`src/design/dfr_pkg.sv`:
```
// shared types and constants for the delimited frame receiver
// no dependencies; imported by every module of the block except dfr_ram
`default_nettype none

package dfr_pkg;

    localparam int BUFFER_DEPTH_DEF = 1024;

    localparam int FILL_W  = 10;
    localparam int INDEX_W = 10;
    localparam int BYTE_W  = 8;
    localparam int KIND_W  = 3;
    localparam int MODE_W  = 2;

    // output tdata: accepted, frame_done, frame_type, fill_count, read_data
    localparam int OUT_W     = 1 + 1 + KIND_W + FILL_W + BYTE_W;
    localparam int OUT_DATA_W = 24;
    localparam int IN_DATA_W  = 24;

    typedef logic [MODE_W-1:0] mode_t;
    typedef logic [KIND_W-1:0] kind_t;

    localparam mode_t MODE_BYTE    = 2'd0;
    localparam mode_t MODE_RELEASE = 2'd1;
    localparam mode_t MODE_READ    = 2'd2;

    localparam kind_t KIND_NONE   = 3'd0;
    localparam kind_t KIND_DOLLAR = 3'd1;
    localparam kind_t KIND_HASH   = 3'd2;
    localparam kind_t KIND_BRACE  = 3'd3;
    localparam kind_t KIND_ANGLE  = 3'd4;

    localparam logic [BYTE_W-1:0] CH_ANGLE_OPEN  = 8'h3C;
    localparam logic [BYTE_W-1:0] CH_ANGLE_CLOSE = 8'h3E;
    localparam logic [BYTE_W-1:0] CH_DOLLAR      = 8'h24;
    localparam logic [BYTE_W-1:0] CH_HASH        = 8'h23;
    localparam logic [BYTE_W-1:0] CH_BRACE_OPEN  = 8'h7B;
    localparam logic [BYTE_W-1:0] CH_BRACE_CLOSE = 8'h7D;
    localparam logic [BYTE_W-1:0] CH_BANG        = 8'h21;

    typedef struct packed {
        logic              accepted;
        logic              frame_done;
        kind_t             frame_type;
        logic [FILL_W-1:0] fill_count;
    } dfr_status_t;

endpackage

`default_nettype wire

```
`src/design/dfr_skid.sv`:
```
// two-entry output skid buffer, registered ready toward the result stage
// depends on dfr_pkg
`default_nettype none

module dfr_skid
    import dfr_pkg::*;
(
    input  wire logic             clk,
    input  wire logic             rst_n,
    input  wire logic             in_valid,
    output logic                  in_ready,
    input  wire logic [OUT_W-1:0] in_data,
    output logic                  out_valid,
    input  wire logic             out_ready,
    output logic      [OUT_W-1:0] out_data
);

    logic             main_valid_reg, main_valid_next;
    logic             skid_valid_reg, skid_valid_next;
    logic [OUT_W-1:0] main_data_reg, main_data_next;
    logic [OUT_W-1:0] skid_data_reg, skid_data_next;
    logic             pop;
    logic             push;

    assign in_ready = !skid_valid_reg;
    assign pop      = main_valid_reg && out_ready;
    assign push     = in_valid && !skid_valid_reg;

    always_comb
    begin
        main_valid_next = main_valid_reg;
        skid_valid_next = skid_valid_reg;
        main_data_next  = main_data_reg;
        skid_data_next  = skid_data_reg;
        if (pop)
        begin
            if (skid_valid_reg)
            begin
                main_data_next  = skid_data_reg;
                skid_valid_next = 1'b0;
            end
            else if (push)
            begin
                main_data_next = in_data;
            end
            else
            begin
                main_valid_next = 1'b0;
            end
        end
        else if (push)
        begin
            if (main_valid_reg)
            begin
                skid_data_next  = in_data;
                skid_valid_next = 1'b1;
            end
            else
            begin
                main_data_next  = in_data;
                main_valid_next = 1'b1;
            end
        end
    end

    always_ff @(posedge clk or negedge rst_n)
    begin
        if (!rst_n)
        begin
            main_valid_reg <= 1'b0;
            skid_valid_reg <= 1'b0;
        end
        else
        begin
            main_valid_reg <= main_valid_next;
            skid_valid_reg <= skid_valid_next;
        end
    end

    always_ff @(posedge clk)
    begin
        main_data_reg <= main_data_next;
        skid_data_reg <= skid_data_next;
    end

    assign out_valid = main_valid_reg;
    assign out_data  = main_data_reg;

endmodule

`default_nettype wire

```
`config.mk`:
```
export PLATFORM = sky130hd
export DESIGN_NAME = dfr_skid
export DESIGN_NICKNAME = d
export VERILOG_FILES = /design/src/design/dfr_pkg.sv /design/src/design/dfr_skid.sv
export SDC_FILE = /design/constraint.sdc
export NUM_CORES = 1
export LEC_CHECK = 0
export ABC_CLOCK_PERIOD_IN_PS = 5200
export BUFFER_PORTS_ARGS = -buffer_cell sky130_fd_sc_hd__buf_2
export CAP_MARGIN = 40
export CORE_UTILIZATION = 40
export DETAILED_ROUTE_END_ITERATION = 10
export GPL_ROUTABILITY_DRIVEN = 1
export SETUP_SLACK_MARGIN = 0.1
export SLEW_MARGIN = 0
export SYNTH_ARGS = -nofsm -noshare
export SYNTH_HDL_FRONTEND = slang
export SYNTH_SLANG_ARGS = --single-unit
```
`constraint.sdc`:
```
create_clock -name clk -period 5.2 [get_ports clk]
set_input_delay 0.26 -clock clk [delete_from_list [all_inputs] [get_ports clk]]
set_output_delay 0.26 -clock clk [all_outputs]
set_load 0.02 [all_outputs]
```
==> metrics, run 1 <==
outcome finished, violations left; failing checks design-rule violations; diodes inserted 0; TritonRoute pass-1 iters 7; Slew Limit Fails 0; most frequent cells in the layout buf_2, edfxtp_1, mux2_4; Pwr Total ~1.1 mW; Slew Limit Headroom 64.95%; Filler cells approximately 390; Fin Hold WS ~160 ps; Multi-input gate area between 400 and 500 um^2; required time of the worst setup path around 5200 ps; DRC 8; Post-Route Skew ~1.2 ps; CTS buffer count 5; area delta synth->final 22.03%; core area around 4400 um^2; Die H 70.66 um; FMAX about 600 MHz; Mapped Nets 114; largest net degree at the start of global routing 24; Sequential cell area 1431 um^2; initial antenna violation count 0; io pins 52; Distinct cells, synth 16; Synth Area in Compound Gates less than 1%; Leak between 0.9 and 1 nW; Critical Setup Path Class register to register; clock sinks 48; crit start category register; DR WL/cell around 15 um; Slew @ Worst Pin about 520 ps; RSZ-0062 raised after global routing false; grt ovf 0; post-synthesis instance total 86; Post-Route Setup TNS 0 ps; non-filler instance count after layout 197; Starting Density 42.43%; H-tree depth 2; Layout Nets 173; Die ar. about 5000 um^2; Final Cycle Share about a third; CTS tree yes; XOR/XNOR share of the synthesized area 0%; # rows 24; Worst VDD drop ~0.00029 V; postcts setup bufs 0; Worst Path Arrival between 1500 and 2000 ps; Final min period around 1700 ps; Post-Synth Simple-Gate Area between 3 and 4%; crit path capture type register; PwrDens 459.8 nW/um^2; mapped cell area 1886 um^2; Yosys reg bits 48; Max Cap Viol 0; sequential area share after synthesis roughly 76%; Setup violations, final 0; DP Cell Count around 190; vias in the first global route approximately 1000; Vias/cell ~4.9; Worst Hold Class input port to register; share of cells above drive strength 1 58.62%; Mean Syn Cell Area about 22 um^2; post-synthesis mux area share ~18%; Port Buffers 51; final wirelength roughly 2900 um; commonest non-fill, non-tap cell in the layout buf_2; adder-cell share of the synthesized area 0.6636%; GRT Overall Usage between 10% and 20%; top fanout value on the critical path 15; CTS Buffer Depth 2; DR iter-0 viols 32; first-pass GRT wire length 4664 um; Hold Vio Cnt, Final 0; Placement Cell Area ~2200 um^2; GPL Wtd Cong approximately 0.66; largest family of logic cells by synthesized area multiplexers; CTS root buffer clkbuf_8; die width just over 70 um; Syn. warnings 0; antenna-violating nets left 0; via count ~960; clk_lat worst skew around 290 ps; CTS clk-pin slew, worst paths roughly 80 ps; design area between 2000 and 2500 um^2
-- final timing paths --
check                                  start                 to  slack, ps  cells past startpoint
setup / recovery                   out_valid  skid_data_reg[10]       3490                      3
hold / removal                   in_data[22]  skid_data_reg[22]        160                      1
setup reg to reg                   out_valid  skid_data_reg[10]       3490                      3
hold reg to reg            skid_data_reg[21]       out_data[21]        550                      1
max in group asynchronous              rst_n          out_valid       4830                      2
min in group asynchronous              rst_n     skid_valid_reg        280                      2
-- final cells by class --
class                      count  share of cell area (%)
sequential                    48                   62.21
multi-input combinational     35                   18.92
timing repair buffer          54                   12.51
clock buffer                   6                   3.154
tap                           52                   2.828
clock inverter                 1                  0.2175
inverter                       1                  0.1631
-- cell families (layout without fill, tap and decap cells) --
| kind of cell | after synthesis | in the layout |
|---|---|---|
| flops | 48 | 48 |
| mux | 24 | 24 |
| buf+inv | 3 | 62 |
| compound gates | 1 | 1 |
| fa+ha+maj | 1 | 1 |
| simple gates | 9 | 9 |
-- Yosys cell counts --
cell | instances | area share (%)
nand3_4 | 1 | 0.93
nor2_1 | 1 | 0.20
buf_6 | 2 | 1.2
o22a_1 | 1 | 0.46
inv_1 | 1 | 0.20
nor3_1 | 1 | 0.27
nand2b_1 | 2 | 0.66
or2b_1 | 1 | 0.40
nand2_1 | 1 | 0.20
mux2_2 | 3 | 1.8
mux2i_1 | 1 | 0.53
dfrtp_1 | 2 | 2.7
edfxtp_1 | 46 | 73
ha_1 | 1 | 0.66
mux2_4 | 20 | 16
nor2b_1 | 2 | 0.66
-- where the power goes --
group          internal [mW]  switching, mW
Combinational          0.135          0.174
Clock                 0.0915          0.111
Sequential             0.522         0.0250
-- per-layer routing --
metal  vias up  wire length (um)  global-route usage [%]
li1        450                 -                       -
met1       475              1209                   13.74
met2        30              1534                   22.11
met3         2               170                   5.413
met4         0                17                   5.333
met5         -                 0                       0
-- critical path, cell delays in order (launching register included) --
cell,delay [ps]
dfrtp_1,460
nor2b_1,230
nor2b_2,500
buf_8,240
-- per-stage QoR --
stage	setup slack, ps	utilization (%)
floorplan	2268	-
global placement	3281	49.47
detailed placement	3491	49.80
CTS	3478	51.77
global route	3392	51.77
finish	3488	51.77
-- what timing repair did --
action / CTS / global route
resized for setup: 0 / 0
hold endpoints to repair: 2 / 0
hold buffers: 1 / 0
No activity file was read; power rests on OpenSTA's default activity.
==> inputs of run 2 (changes only) <==
--- a/config.mk
+++ b/config.mk
@@ -5,7 +5,7 @@
 export SDC_FILE = /design/constraint.sdc
 export NUM_CORES = 1
 export LEC_CHECK = 0
-export ABC_CLOCK_PERIOD_IN_PS = 5200
+export ABC_CLOCK_PERIOD_IN_PS = 1780
 export BUFFER_PORTS_ARGS = -buffer_cell sky130_fd_sc_hd__buf_2
 export CAP_MARGIN = 40
 export CORE_UTILIZATION = 40
==> constraint.sdc (replaced) <==
create_clock -name clk -period 1.78 [get_ports clk]
set_input_delay 0.089 -clock clk [delete_from_list [all_inputs] [get_ports clk]]
set_output_delay 0.089 -clock clk [all_outputs]
set_load 0.02 [all_outputs]
==> run 2 against run 1 <==
The run still ends with design-rule violations left; non-clock buffer count grew 24; via count grew 9.8%; global-route usage grew 0.58 points; utilization grew 6.3 points; final area grew 12%; critical path depth shrank 1; critical endpoint is now out_data[9]; largest power group unchanged; highest routed layer unchanged.
==> metrics, run 2 (synthesized netlist as in run 1, its figures left out) <==
outcome finished, violations left (unchanged); failing checks design-rule violations (unchanged); hold_buf cts 24 (was 1); Critical Path Start skid_valid_reg (was out_valid); PwrDens 1247 nW/um^2 (was 459.8 nW/um^2); io pins 52 (unchanged); DRC 8 (unchanged); Worst VDD drop 0.001067 V (was 0.0002883 V); first-pass GRT wire length 4899 um (was 4664 um); Port Buffers 51 (unchanged); Highest Signal Layer met4 (unchanged); H-tree depth 2 (unchanged); Post-Route Setup TNS 0 ps (unchanged); GPL Wtd Cong 0.7157 (was 0.6590); DR WL/cell 13.82 um (was 14.88 um); Vias/cell 4.734 (was 4.858); Leak 1.060 nW (was 0.9454 nW); Worst Path Arrival 1560 ps (was 1710 ps); share of cells above drive strength 1 52.94% (was 58.62%); TritonRoute pass-1 iters 7 (unchanged); reg-to-reg slack, setup 270 ps (was 3490 ps); grt ovf 0 (unchanged); CTS buffer count 5 (unchanged); largest net degree at the start of global routing 24 (unchanged); clock sinks 48 (unchanged); Die ar. 4992 um^2 (unchanged); hold path depth 2 (was 1); Slew @ Worst Pin 459.5 ps (was 523.4 ps); R2R Path End out_data[9] (was skid_data_reg[10]); DR iter-0 viols 69 (was 32); postcts setup bufs 0 (unchanged); via count 1051 (was 957); top fanout value on the critical path 23 (was 15); Register-to-Register Path Depth 2 (was 3); final core utilization 58.11% (was 51.77%); non-filler instance count after layout 222 (was 197); final wirelength 3068 um (was 2932 um); worst setup path end out_data[9] (was skid_data_reg[10]); Post-Route Skew 6.576 ps (was 1.226 ps); post-DP HPWL a little over 2000 um; vias in the first global route 1072 (was 986); Critical Setup Path Class register to register (unchanged); Multi-input gate area 469.2 um^2 (was 435.4 um^2); Met3 Routed Length 164 um (was 170 um); FMAX 660.9 MHz (was 584.2 MHz); Hold Vio Cnt, Final 0 (unchanged); commonest non-fill, non-tap cell in the layout buf_2 (unchanged); CTS root buffer clkbuf_8 (unchanged); DP Cell Count 190 (was 189); Placement Cell Area 2261 um^2 (was 2213 um^2); Worst Hold Class input port to register (unchanged); Sequential cell area 1433 um^2 (was 1431 um^2); required time of the worst setup path 1820 ps (was 5200 ps); design area 2582 um^2 (was 2301 um^2); DRT met1 WL 1252 um (was 1209 um); RSZ-0062 raised after global routing false (unchanged); CTS clk-pin slew, worst paths 80 ps (about the same); crit path capture type register (unchanged); Starting Density 42.43% (unchanged); Setup violations, final 0 (unchanged); antenna-violating nets left 0 (unchanged); CTS Buffer Depth 2 (unchanged); most frequent cells in the layout buf_2, edfxtp_1, dlygate4sd3_1 (was buf_2, edfxtp_1, mux2_4); crit start category register (unchanged); Filler cells 356 (was 386); met2 routed WL 1609 um (was 1534 um); GRT Overall Usage 13.32% (was 12.74%); Place WS 251.9 ps (was 3491 ps); initial antenna violation count 0 (unchanged); diodes inserted 0 (unchanged); final worst slack 266.9 ps (was 3488 ps); Slew Limit Headroom 69.37% (was 64.95%); clk_lat worst skew 290 ps (about the same); Max Cap Viol 0 (unchanged); worst r2r src skid_valid_reg (was out_valid); Die H 70.66 um (unchanged); Final Cycle Share 85.01% (was 32.92%); area delta synth->final 36.96% (was 22.03%); post-CTS sizing 0 (unchanged); Final min period 1513 ps (was 1712 ps); CTS tree yes (unchanged); Layout Nets 197 (was 173); Slew Limit Fails 0 (unchanged); die width 70.66 um (unchanged); core area 4444 um^2 (unchanged); # rows 24 (unchanged)
[run 2: worst min path at each step]
stage                   start              to  slack, ps
detailed placement      rst_n  skid_valid_reg       -120
finish              out_ready  skid_valid_reg         60
floorplan               rst_n       out_valid       -210
global route        out_ready  skid_valid_reg         70
CTS                 out_ready  skid_valid_reg         50
global placement        rst_n  skid_valid_reg       -130
[run 2: critical path, stage by stage, from the launching register on]
cell and delay (ps):
dfrtp_1 440, nand3_4 380, mux2_4 430
[run 2: layout make-up]
type	instances	share of cell area [%]
flip-flops and latches	48	55.47
repair buffers	78	20.54
multi-input cells	35	18.17
clock buffers	7	2.955
well taps	52	2.519
clock inverters	1	0.1938
inverters	1	0.1453
[run 2: per-stage QoR]
stage,power (mW),hold slack [ps]
after CTS,3.256,49.78
after detailed placement,2.606,-120.3
after floorplan,2.328,-206.6
after global routing,3.368,74.41
after global placement,2.572,-127.2
final,3.221,57.53
[run 2: power breakdown]
part           total [mW]  switching, mW  internal [mW]
logic                1.01          0.532          0.477
clock network       0.610          0.333          0.276
registers            1.60         0.0774           1.53
total                3.22          0.942           2.28
[run 2: metal layers]
layer,vias to the layer above,GRT usage (%)
met5,-,0
met4,0,6.000
met3,4,4.558
met2,32,23.41
met1,516,14.68
li1,499,-
