[config.mk]
export PLATFORM = sky130hd
export DESIGN_NAME = dfr_ctrl
export DESIGN_NICKNAME = d
export VERILOG_FILES = /design/src/design/dfr_pkg.sv /design/src/design/dfr_ctrl.sv
export SDC_FILE = /design/constraint.sdc
export NUM_CORES = 1
export LEC_CHECK = 0
export ABC_AREA = 0
export BUFFER_PORTS_ARGS = -buffer_cell sky130_fd_sc_hd__buf_4
export CAP_MARGIN = 20
export CORE_MARGIN = 1.5
export CORE_UTILIZATION = 30
export CTS_CLUSTER_SIZE = 25
export DETAILED_ROUTE_END_ITERATION = 8
export MAX_ROUTING_LAYER = met4
export PLACE_DENSITY = 0.55
export SYNTH_ARGS = -nofsm -noshare
export SYNTH_HDL_FRONTEND = slang
export SYNTH_SLANG_ARGS = --single-unit
[constraint.sdc]
create_clock -name clk -period 6 [get_ports clk]
set_input_delay 0.3 -clock clk [delete_from_list [all_inputs] [get_ports clk]]
set_output_delay 0.3 -clock clk [all_outputs]
set_load 0.05 [all_outputs]
[src/design/dfr_pkg.sv]
// shared types and constants for the delimited frame receiver
// no dependencies; imported by every module of the block except dfr_ram
`default_nettype none

package dfr_pkg;

    localparam int BUFFER_DEPTH_DEF = 1024;

    localparam int FILL_W  = 10;
    localparam int INDEX_W = 10;
    localparam int BYTE_W  = 8;
    localparam int KIND_W  = 3;
    localparam int MODE_W  = 2;

    // output tdata: accepted, frame_done, frame_type, fill_count, read_data
    localparam int OUT_W     = 1 + 1 + KIND_W + FILL_W + BYTE_W;
    localparam int OUT_DATA_W = 24;
    localparam int IN_DATA_W  = 24;

    typedef logic [MODE_W-1:0] mode_t;
    typedef logic [KIND_W-1:0] kind_t;

    localparam mode_t MODE_BYTE    = 2'd0;
    localparam mode_t MODE_RELEASE = 2'd1;
    localparam mode_t MODE_READ    = 2'd2;

    localparam kind_t KIND_NONE   = 3'd0;
    localparam kind_t KIND_DOLLAR = 3'd1;
    localparam kind_t KIND_HASH   = 3'd2;
    localparam kind_t KIND_BRACE  = 3'd3;
    localparam kind_t KIND_ANGLE  = 3'd4;

    localparam logic [BYTE_W-1:0] CH_ANGLE_OPEN  = 8'h3C;
    localparam logic [BYTE_W-1:0] CH_ANGLE_CLOSE = 8'h3E;
    localparam logic [BYTE_W-1:0] CH_DOLLAR      = 8'h24;
    localparam logic [BYTE_W-1:0] CH_HASH        = 8'h23;
    localparam logic [BYTE_W-1:0] CH_BRACE_OPEN  = 8'h7B;
    localparam logic [BYTE_W-1:0] CH_BRACE_CLOSE = 8'h7D;
    localparam logic [BYTE_W-1:0] CH_BANG        = 8'h21;

    typedef struct packed {
        logic              accepted;
        logic              frame_done;
        kind_t             frame_type;
        logic [FILL_W-1:0] fill_count;
    } dfr_status_t;

endpackage

`default_nettype wire

[src/design/dfr_ctrl.sv]
// frame parser: kind, write position and ready flag, buffer write and read control
// depends on dfr_pkg
`default_nettype none

module dfr_ctrl
    import dfr_pkg::*;
#(
    parameter int BUFFER_DEPTH = BUFFER_DEPTH_DEF
) (
    input  wire logic                            clk,
    input  wire logic                            rst_n,
    input  wire logic                            accept,
    input  wire mode_t                           mode,
    input  wire logic [BYTE_W-1:0]               rx_byte,
    input  wire logic [INDEX_W-1:0]              read_index,
    output dfr_status_t                          status,
    output logic                                 rd_zero,
    output logic                                 ram_we,
    output logic      [$clog2(BUFFER_DEPTH)-1:0] ram_waddr,
    output logic      [BYTE_W-1:0]               ram_wdata,
    output logic                                 ram_re,
    output logic      [$clog2(BUFFER_DEPTH)-1:0] ram_raddr
);

    localparam int AW = $clog2(BUFFER_DEPTH);

    logic [AW-1:0] pos_reg, pos_next;
    kind_t         kind_reg, kind_next;
    logic          ready_reg, ready_next;
    logic          zpend_reg, zpend_next;
    logic [AW-1:0] zaddr_reg, zaddr_next;
    dfr_status_t   status_reg, status_next;
    logic          rd_zero_reg, rd_zero_next;

    kind_t         kind_new;
    logic [AW-1:0] base;
    logic [AW:0]   pos_inc;
    logic          inc_in;
    logic          ends;
    logic          byte_we;
    logic          read_in;
    logic [AW-1:0] raddr;

    assign raddr   = AW'(read_index);
    assign read_in = 32'(read_index) < BUFFER_DEPTH;

    // frame start and kind for a received byte
    always_comb
    begin
        kind_new = kind_reg;
        base     = pos_reg;
        if (rx_byte == CH_ANGLE_OPEN)
        begin
            kind_new = KIND_ANGLE;
            base     = '0;
        end
        else if (kind_reg == KIND_NONE)
        begin
            case (rx_byte)
                CH_DOLLAR:     kind_new = KIND_DOLLAR;
                CH_HASH:       kind_new = KIND_HASH;
                CH_BRACE_OPEN: kind_new = KIND_BRACE;
                default:       kind_new = KIND_NONE;
            endcase
            base = '0;
        end
        pos_inc = (AW+1)'(base) + (AW+1)'(1);
        inc_in  = 32'(pos_inc) < BUFFER_DEPTH;
        ends    = ((kind_new == KIND_ANGLE) && (rx_byte == CH_ANGLE_CLOSE))
               || (((kind_new == KIND_DOLLAR) || (kind_new == KIND_HASH))
                   && (rx_byte == CH_BANG))
               || ((kind_new == KIND_BRACE) && (rx_byte == CH_BRACE_CLOSE));
    end

    always_comb
    begin
        kind_next  = kind_reg;
        pos_next   = pos_reg;
        ready_next = ready_reg;
        zpend_next = 1'b0;
        zaddr_next = zaddr_reg;
        byte_we    = 1'b0;
        if (accept)
        begin
            unique case (mode)
                MODE_BYTE:
                begin
                    if (!ready_reg)
                    begin
                        byte_we   = 1'b1;
                        kind_next = kind_new;
                        pos_next  = inc_in ? AW'(pos_inc) : '0;
                        if (ends)
                        begin
                            ready_next = 1'b1;
                            zpend_next = inc_in;
                            zaddr_next = AW'(pos_inc);
                        end
                    end
                end
                MODE_RELEASE:
                begin
                    ready_next = 1'b0;
                    kind_next  = KIND_NONE;
                end
                default:
                begin
                end
            endcase
        end

        status_next.accepted   = byte_we;
        status_next.frame_done = ready_next;
        status_next.frame_type = kind_next;
        status_next.fill_count = FILL_W'(pos_next);

        // terminator zero still pending in this cycle is bypassed
        rd_zero_next = (mode != MODE_READ) || !read_in
                    || (zpend_reg && (zaddr_reg == raddr));
    end

    // terminator zero goes in the cycle after the closing byte, when no byte can be stored
    assign ram_we    = byte_we || zpend_reg;
    assign ram_waddr = byte_we ? base : zaddr_reg;
    assign ram_wdata = byte_we ? rx_byte : '0;
    assign ram_re    = accept;
    assign ram_raddr = raddr;

    always_ff @(posedge clk or negedge rst_n)
    begin
        if (!rst_n)
        begin
            pos_reg   <= '0;
            kind_reg  <= KIND_NONE;
            ready_reg <= 1'b0;
            zpend_reg <= 1'b0;
        end
        else
        begin
            pos_reg   <= pos_next;
            kind_reg  <= kind_next;
            ready_reg <= ready_next;
            zpend_reg <= zpend_next;
        end
    end

    always_ff @(posedge clk)
    begin
        zaddr_reg <= zaddr_next;
        if (accept)
        begin
            status_reg  <= status_next;
            rd_zero_reg <= rd_zero_next;
        end
    end

    assign status  = status_reg;
    assign rd_zero = rd_zero_reg;

endmodule

`default_nettype wire

==> results of run 1 <==
==> cell usage after synthesis, types with 3 or more instances <==
master    number
nand2_1       28
edfxtp_1      26
nand3_1       18
nor2_1        16
dfrtp_1       15
xnor2_1       14
buf_4         11
o21ai_1       11
and2_1         9
a21oi_1        6
clkbuf_1       5
inv_1          5
o21ai_0        5
nand2b_1       4
a22o_1         3
nand4_1        3
nor3_1         3
o21a_1         3
xor2_1         3
==> metal layers <==
layer | up-vias | GRT usage, %
met5 | - | -
met4 | 0 | 4.37
met3 | 6 | 2.96
met2 | 54 | 18.8
met1 | 831 | 19.7
li1 | 910 | -
==> final cells by class <==
cell class	count	area, um^2	share of cell area, %
multi-input cells	158	955	33.0
clock inverters	3	46.3	1.60
well taps	99	124	4.28
inverters	6	22.5	0.779
clock buffers	5	68.8	2.38
repair buffers	69	520	18.0
flip-flops and latches	41	1160	40.0
==> logic make-up (layout without fill, tap and decap cells) <==
group | count (synthesis) | count (layout) | synth area share [%]
and+or+nand+nor | 98 | 98 | 22.5
AOI/OAI and AO/OA | 42 | 42 | 12.7
DFF | 41 | 41 | 51.2
buffers and inverters | 25 | 83 | 6.43
xor gates and xnor gates | 17 | 17 | 6.60
adders and majority gates | 1 | 1 | 0.555
==> power by group <==
group / leakage [nW] / total, mW / switching [mW] / internal (mW)
registers: 0.453 / 0.345 / 0.0162 / 0.329
clock network: 0.0543 / 0.224 / 0.0998 / 0.125
logic: 0.700 / 0.202 / 0.139 / 0.0627
==> cells in the final DEF, fill, tap and decap left out, types with 2 or more instances in the layout <==
cell type and instances:
buf_4 68, nand2_1 28, edfxtp_1 26, nand3_1 18, nor2_1 16, dfrtp_1 15, xnor2_1 14, o21ai_1 11
and2_1 9, a21oi_1 6, inv_1 5, o21ai_0 5, clkbuf_8 5, nand2b_1 4, nand4_1 3, o21a_1 3
a22o_1 3, nor3_1 3, xor2_1 3, or3_1 2, nor2b_1 2, and3_1 2, o21ai_2 2, a21o_1 2
nand3b_1 2, o31ai_1 2, and4_1 2
==> worst register-to-register path, delay by kind of cell (launching register included) <==
| family | cells | cell delay (ps) |
|---|---|---|
| compound gates | 3 | 880 |
| fa+ha+maj | 1 | 170 |
| buf+inv | 1 | 110 |
| flops | 1 | 470 |
| simple gates | 6 | 1200 |
==> how the worst min path moves through the flow <==
stage             from          end  slack (ps)  cells past startpoint
5_1_grt        mode[0]  kind_reg[0]         250                      2
2_1_floorplan    rst_n  kind_reg[0]           4                      0
4_1_cts        mode[0]  kind_reg[0]         230                      2
3_5_place_dp     rst_n   pos_reg[8]         170                      1
6_report       mode[0]  kind_reg[0]         240                      2
3_3_place_gp     rst_n   pos_reg[8]         160                      1
==> through the flow <==
step / instance area, um^2 / worst slack [ps]
5_1_grt: 2890 / 2600
3_5_place_dp: 2770 / 2970
2_1_floorplan: 2260 / 3400
6_report: 2890 / 2920
3_3_place_gp: 2770 / 3020
4_1_cts: 2890 / 2930
==> metrics, run 1 <==
status=finished, final reports clean; HPWL after DPL=3.76 mm; relative slew slack=a little under half; reg-to-reg slack, setup=2920 ps; critical path peak fanout=15; Via density=about 4.7; crit-path max cell delay=530 ps; FF-to-FF End=status[5]; Routed Antenna Nets=0; Core Area=0.00725 mm^2; IO Pins=69; Placer Congestion=between 0.8 and 0.9; ranking of synthesized cells by area=edfxtp_1, dfrtp_1, xnor2_1; # placed instances=about 370; max-slew violations=0; post-synthesis area per instance=about 10 um^2; crit-path most repeated cell=nand3_1; Synth Register Bits=41; postcts setup bufs=0; # DRC=0; unrepaired setup endpoints after global routing=no; Die W=89.7 um; Met2 Routed Length=about 2.2 mm; fill count=721; Hold Crit Class=in -> reg; Hold Slack=approximately 240 ps; CTS sink cnt=~40; CTS tree=yes; Ant. Diodes=0; setup TNS=0 ps; first-pass GRT wire length=8.70 mm; CP Capture Point=status[5]; critical path class=reg -> reg; final hold viol count=0; gr usage total=a little over an eighth; Mapped Cells=224; critical path data required time=around 6000 ps; DRT met1 WL=between 2 and 3 mm; max reg flops=15; Layout Skew=approximately 11 ps; TritonCTS Buffers=5; Power Total=~0.77 mW; FMAX=0.324 GHz; CTS H-tree lvls=2; area grow syn2layout=28.2%; Worst-Skew Late Latency=300 ps; Die Ht=~90 um; R2R cell count=11; Post-synth EDFFs=26; area leader, netlist=edfxtp_1; share of Yosys cell area claimed by the top area cell type=around a third; sequential area share after synthesis=between 50% and 60%; Peak VDD IR=between 0.1 and 0.15 mV; Worst setup SP type=flop; Vias=1801; Die ar.=a little over 0.008 mm^2; clk slew on worst S/H paths=90 ps; root buffer cell=clkbuf_8; FF-to-FF Start=kind_reg[1]; worst setup path startpoint=kind_reg[1]; final cell count without fillers=between 300 and 400; GRT Residual Overflow=0; worst path buffer plus inverter count=1; Worst Setup End Kind=flop; routed wire length=between 5 and 6 mm; proportion of layout cells with a drive suffix above 1=28.7%; post-CTS sizing=0; ys flop type=edfxtp_1; pin count of the biggest net entering global routing=28; period utilization=between 50% and 60%; number of port buffers=68; TritonRoute pass-1 iters=4; synth warn=0; Std-Cell Rows=31; slowest library cell on the worst path=o41a_1; power density cells=about 270 mW/mm^2; delay-heaviest family, CP=simple AND/OR/NAND/NOR gates; post-synth cell types=between 40 and 50; Final setup viols=0; critical path, cell by cell=or3_1 -> o41a_1 -> nand2_1 -> inv_1 -> ha_1 -> and3_1 -> and2_1 -> nand3_1 -> nand3_1 -> o21ai_0 -> a21o_1; NumNets Final=305; DR iter-0 viols=between 100 and 150; clock tree buffer depth=2; initial core utilization=between 30% and 40%; routed len/inst=13.7 um; top routing layer in use=met4; leak pwr=1.21 nW; Slew @ Worst Pin=roughly 780 ps; number of hold buffers added after CTS=1; WP data arrival=roughly 3100 ps; initial antenna violation count=0; synthesized cell area=0.00226 mm^2; Synth async-reset ratio=a little over a third; fin crit period=between 3000 and 4000 ps; WP depth=11; post-layout util=between 30% and 40%; WL met3=approximately 300 um; vias in the first global route=roughly 1700; syn nets=between 200 and 250; max_cap viols=0
(Power assumes the default switching activity.)
==> run 2, diff against run 1 <==
PLACE_DENSITY = 0.57   (was 0.55)
clock period = 2.75 ns   (was 6 ns; I/O delays follow)
==> metrics, run 2 (same netlist as run 1, synthesis figures left out) <==
Core Area=0.00725 mm^2 (unchanged); relative slew slack=53.1% (was 47.6%); FF-to-FF Start=kind_reg[0] (was kind_reg[1]); Routed Antenna Nets=0 (unchanged); routed len/inst=14.0 um (was 13.7 um); reg-to-reg slack, setup=220 ps (was 2920 ps); HPWL after DPL=3.97 mm (was 3.76 mm); GRT Residual Overflow=0 (unchanged); HP Start=mode[0] (unchanged); CTS tree=yes (unchanged); # DRC=0 (unchanged); Std-Cell Rows=31 (unchanged); Worst Setup End Kind=flop (unchanged); FF-to-FF End=status[5] (unchanged); vias in the first global route=1714 (was 1699); final hold viol count=0 (unchanged); area grow syn2layout=30.6% (was 28.2%); power density cells=583 mW/mm^2 (was 267 mW/mm^2); DR iter-0 viols=163 (was 144); initial antenna violation count=0 (unchanged); final cell count without fillers=386 (was 381); CTS H-tree lvls=2 (unchanged); commonest non-fill, non-tap cell in the layout=buf_4 (unchanged); Layout Skew=5.28 ps (was 10.5 ps); Final setup viols=0 (unchanged); TritonRoute pass-1 iters=4 (unchanged); routed wire length=5.42 mm (was 5.22 mm); setup TNS=0 ps (unchanged); max-slew violations=0 (unchanged); IO Pins=69 (unchanged); Placer Congestion=0.833 (was 0.864); root buffer cell=clkbuf_8 (unchanged); Via density=4.75 (was 4.73); clk slew on worst S/H paths=80 ps (was 90 ps); critical path class=reg -> reg (unchanged); max_cap viols=0 (unchanged); period utilization=91.9% (was 51.4%); number of port buffers=68 (unchanged); Min-Delay Endpoint=kind_reg[0] (unchanged); critical path data required time=2910 ps (was 6040 ps); pin count of the biggest net entering global routing=28 (unchanged); max reg flops=15 (unchanged); critical path peak fanout=8 (was 15); Post-DP Area=0.00281 mm^2 (was 0.00277 mm^2); Peak VDD IR=0.311 mV (was 0.127 mV); Die W=89.7 um (unchanged); Worst-Skew Late Latency=290 ps (was 300 ps); Hold Path Depth=2 (unchanged); # placed instances=377 (was 372); initial core utilization=31.1% (unchanged); Slew @ Worst Pin=699 ps (was 783 ps); Hold Crit Class=in -> reg (unchanged); Worst setup SP type=flop (unchanged); CTS sink cnt=41 (unchanged); status=finished, final reports clean (unchanged); R2R cell count=11 (unchanged); FMAX=0.395 GHz (was 0.324 GHz); TritonCTS Buffers=5 (unchanged); Vias=1832 (was 1801); fin crit period=2530 ps (was 3080 ps); postcts setup bufs=0 (unchanged); NumNets Final=310 (was 305); most frequent cells in the layout=buf_4, nand2_1, edfxtp_1, nand3_1, nor2_1 (unchanged); clock tree buffer depth=2 (unchanged); WP data arrival=2690 ps (was 3120 ps); gr usage total=14.3% (was 13.6%); first-pass GRT wire length=8.87 mm (was 8.70 mm); proportion of layout cells with a drive suffix above 1=31.7% (was 28.7%); leak pwr=1.23 nW (was 1.21 nW); Die Ht=89.7 um (unchanged); unrepaired setup endpoints after global routing=no (unchanged); Ant. Diodes=0 (unchanged); Die ar.=0.00805 mm^2 (unchanged); fin area=0.00295 mm^2 (was 0.00289 mm^2)
## run 2: cell count changes in the layout (fill, tap and decap cells not counted)
cell	delta
buf_4	+5
dfrtp_1	-3
dfrtp_2	+3
clkbuf_8	+1
clkinv_4	-1
nor2_1	-1
nor2_2	+1
o21ai_0	-1
o21ai_1	+1
or3_1	-1
or3_4	+1
## run 2: critical path, cell delays in order, from the launching register on
cell     delay, ps
dfrtp_2        450
or3_4          420
o41a_1         130
nand2_1        110
inv_1           70
ha_1           200
and3_1         190
and2_1         210
nand3_1        150
nand3_1        130
o21ai_1        160
a21o_1         160
## run 2: power breakdown
part	internal (mW)	total (mW)	switching, mW
clock	0.295	0.502	0.207
combinational	0.149	0.462	0.313
sequential	0.718	0.753	0.0356
## run 2: stage by stage
step | total power, mW | worst slack [ps] | utilization (%) | hold slack, ps
global route | 1.80 | 35.4 | 40.6 | 80.1
detailed placement | 1.22 | 204 | 38.7 | 11.8
finish | 1.72 | 221 | 40.6 | 80.4
global placement | 1.22 | 216 | 38.7 | 9.14
floorplan | 1.07 | 317 | - | -158
CTS | 1.74 | 159 | 40.5 | 83.9
## run 2: cell type report
| type | count | area, um^2 |
|---|---|---|
| clock buffer | 6 | 82.6 |
| fill | 724 | 4310 |
| timing repair buffer | 74 | 558 |
| tap | 99 | 124 |
| sequential | 41 | 1160 |
| multi-input combinational | 158 | 962 |
| clock inverter | 2 | 37.5 |
| inverter | 6 | 22.5 |
## run 2: routing by layer
layer  vias up  global-route usage, %  wire length, um
met5         -                      -                0
met1       850                   20.2             2690
met3         6                   3.13              273
li1        920                      -                -
met2        56                   20.6             2380
met4         0                   4.37               72
## run 2: how the worst max path moves through the flow
stage | start | endpoint | slack [ps] | cells after the start
6_report | kind_reg[0] | status[5] | 220 | 11
4_1_cts | kind_reg[0] | status[5] | 160 | 11
3_3_place_gp | kind_reg[2] | zaddr_reg[7] | 220 | 6
3_5_place_dp | kind_reg[2] | zaddr_reg[7] | 200 | 6
2_1_floorplan | rx_byte[0] | zaddr_reg[8] | 320 | 12
5_1_grt | kind_reg[0] | status[7] | 40 | 11
## run 2: repair_timing
| action | 4_1_cts | 5_1_grt |
|---|---|---|
| hold buffers | 1 | 0 |
| endpoints found under the hold margin | 15 | 0 |
| gates resized for setup | 0 | 6 |
| endpoints found under the setup margin | 0 | 14 |
==> run 3, diff against run 2 <==
ABC_CLOCK_PERIOD_IN_PS = 2750   (was unset)
PLACE_DENSITY = 0.62   (was 0.57)
==> metrics, run 3 (same netlist as run 1, synthesis figures left out) <==
first-pass GRT wire length=8.85 mm (was 8.87 mm); Peak VDD IR=0.257 mV (was 0.311 mV); crit-path max cell delay=450 ps (about the same); HPWL after DPL=4.01 mm (was 3.97 mm); final critical-path setup slack=216 ps (was 221 ps); Std-Cell Rows=31 (unchanged); setup TNS=0 ps (unchanged); Via density=4.71 (was 4.75); critical path peak fanout=8 (unchanged); IO Pins=69 (unchanged); FMAX=0.395 GHz (about the same); period utilization=92.1% (was 91.9%); Die W=89.7 um (unchanged); critical path data required time=2880 ps (was 2910 ps); initial antenna violation count=0 (unchanged); max reg flops=15 (unchanged); routed wire length=5.35 mm (was 5.42 mm); GRT Residual Overflow=0 (unchanged); critical path, cell by cell=or3_1 -> o41a_1 -> nand2_1 -> inv_1 -> ha_1 -> and3_1 -> and2_1 -> and4_1 -> o21ai_1 -> nand2_1 -> o21ai_1 (was or3_4 -> o41a_1 -> nand2_1 -> inv_1 -> ha_1 -> and3_1 -> and2_1 -> nand3_1 -> nand3_1 -> o21ai_1 -> a21o_1); # DRC=0 (unchanged); proportion of layout cells with a drive suffix above 1=31.0% (was 31.7%); fin crit period=2530 ps (about the same); unrepaired setup endpoints after global routing=no (unchanged); clock tree buffer depth=2 (unchanged); Hold Slack=89.9 ps (was 80.4 ps); fill count=709 (was 724); final cell count without fillers=386 (unchanged); Layout Skew=5.64 ps (was 5.28 ps); Post-Place Setup Slack=193 ps (was 204 ps); pin count of the biggest net entering global routing=28 (unchanged); DR iter-0 viols=175 (was 163); slowest library cell on the worst path=dfrtp_2 (unchanged); vias in the first global route=1718 (was 1714); TritonRoute pass-1 iters=4 (unchanged); clk slew on worst S/H paths=80 ps (about the same); area grow syn2layout=30.2% (was 30.6%); Die ar.=0.00805 mm^2 (unchanged); gr usage total=13.9% (was 14.3%); number of port buffers=68 (unchanged); max-slew violations=0 (unchanged); CTS sink cnt=41 (unchanged); # placed instances=377 (unchanged); Slew @ Worst Pin=780 ps (was 699 ps); Vias=1818 (was 1832); Routed Antenna Nets=0 (unchanged); fin area=0.00294 mm^2 (was 0.00295 mm^2); Final setup viols=0 (unchanged); Power Total=1.68 mW (was 1.72 mW); Worst Setup End Kind=flop (unchanged); WP data arrival=2670 ps (was 2690 ps); Hold Crit Class=in -> reg (unchanged); relative slew slack=47.8% (was 53.1%); max_cap viols=0 (unchanged); most frequent cells in the layout=buf_4, nand2_1, edfxtp_1, nand3_1, nor2_1 (unchanged); Worst setup SP type=flop (unchanged); commonest non-fill, non-tap cell in the layout=buf_4 (unchanged); leak pwr=1.23 nW (about the same); status=finished, final reports clean (unchanged); Ant. Diodes=0 (unchanged); TritonCTS Buffers=5 (unchanged); NumNets Final=310 (unchanged); CTS H-tree lvls=2 (unchanged); CTS tree=yes (unchanged); power density cells=571 mW/mm^2 (was 583 mW/mm^2); root buffer cell=clkbuf_8 (unchanged); post-layout util=40.5% (was 40.6%); initial core utilization=31.1% (unchanged); final hold viol count=0 (unchanged); Core Area=0.00725 mm^2 (unchanged); Post-DP Area=0.00281 mm^2 (unchanged); Worst-Skew Late Latency=290 ps (about the same); routed len/inst=13.9 um (was 14.0 um); Die Ht=89.7 um (unchanged); critical path class=reg -> reg (unchanged); Placer Congestion=0.838 (was 0.833)
run 3: changes by cell type in the layout (fill, tap and decap cells not counted):
| cell | change |
|---|---|
| bufinv_16 | -1 |
| clkbuf_16 | +1 |
| dfrtp_1 | +1 |
| dfrtp_2 | -1 |
| nand3_1 | -1 |
| nand3_2 | +1 |
| nor2_1 | +1 |
| nor2_2 | -1 |
| or3_1 | +1 |
| or3_4 | -1 |
run 3: worst max-delay path, delay by kind of cell (launching register included):
family | cells | cell delay [ps]
DFF | 1 | 450
and+or+nand+nor | 6 | 1290
AOI/OAI and AO/OA | 3 | 370
buffers and inverters | 1 | 60
adders and majority gates | 1 | 190
run 3: power breakdown:
group	total (mW)	switching (mW)	internal [mW]
Clock	0.469	0.210	0.259
Combinational	0.453	0.307	0.146
Sequential	0.754	0.0364	0.718
run 3: what timing repair did:
| item | in CTS | in global routing |
|---|---|---|
| buffers inserted | 0 | 0 |
| resized for setup | 0 | 4 |
| hold endpoints to repair | 15 | 0 |
| endpoints found under the setup margin | 0 | 2 |
| hold buffers | 1 | 0 |
run 3: worst paths after layout:
kind | endpoint | startpoint | slack (ps) | cells after the start
max in group asynchronous | kind_reg[0] | rst_n | 2320 | 2
setup / recovery | status[8] | kind_reg[0] | 220 | 11
setup reg to reg | status[8] | kind_reg[0] | 220 | 11
hold / removal | kind_reg[0] | mode[0] | 90 | 2
min in group asynchronous | pos_reg[4] | rst_n | 240 | 2
hold reg to reg | pos_reg[8] | pos_reg[8] | 590 | 1
run 3: final cells by class:
type                            instances  area (um^2)  area share (%)
Clock buffer                            7          108            3.66
Clock inverter                          1         7.51           0.256
Inverter                                6         22.5           0.767
Multi-Input combinational cell        158          960            32.7
Sequential cell                        41         1160            39.4
Tap cell                               99          124            4.22
Timing Repair Buffer                   74          558            19.0
run 3: layer usage:
layer  GRT usage [%]  share of wire, %  vias to the layer above
met5               -                 0                        -
met4            3.97               1.2                        0
met3            2.88               4.9                        8
met2            20.9                43                       63
met1            19.1                51                      828
li1                -                 -                      919
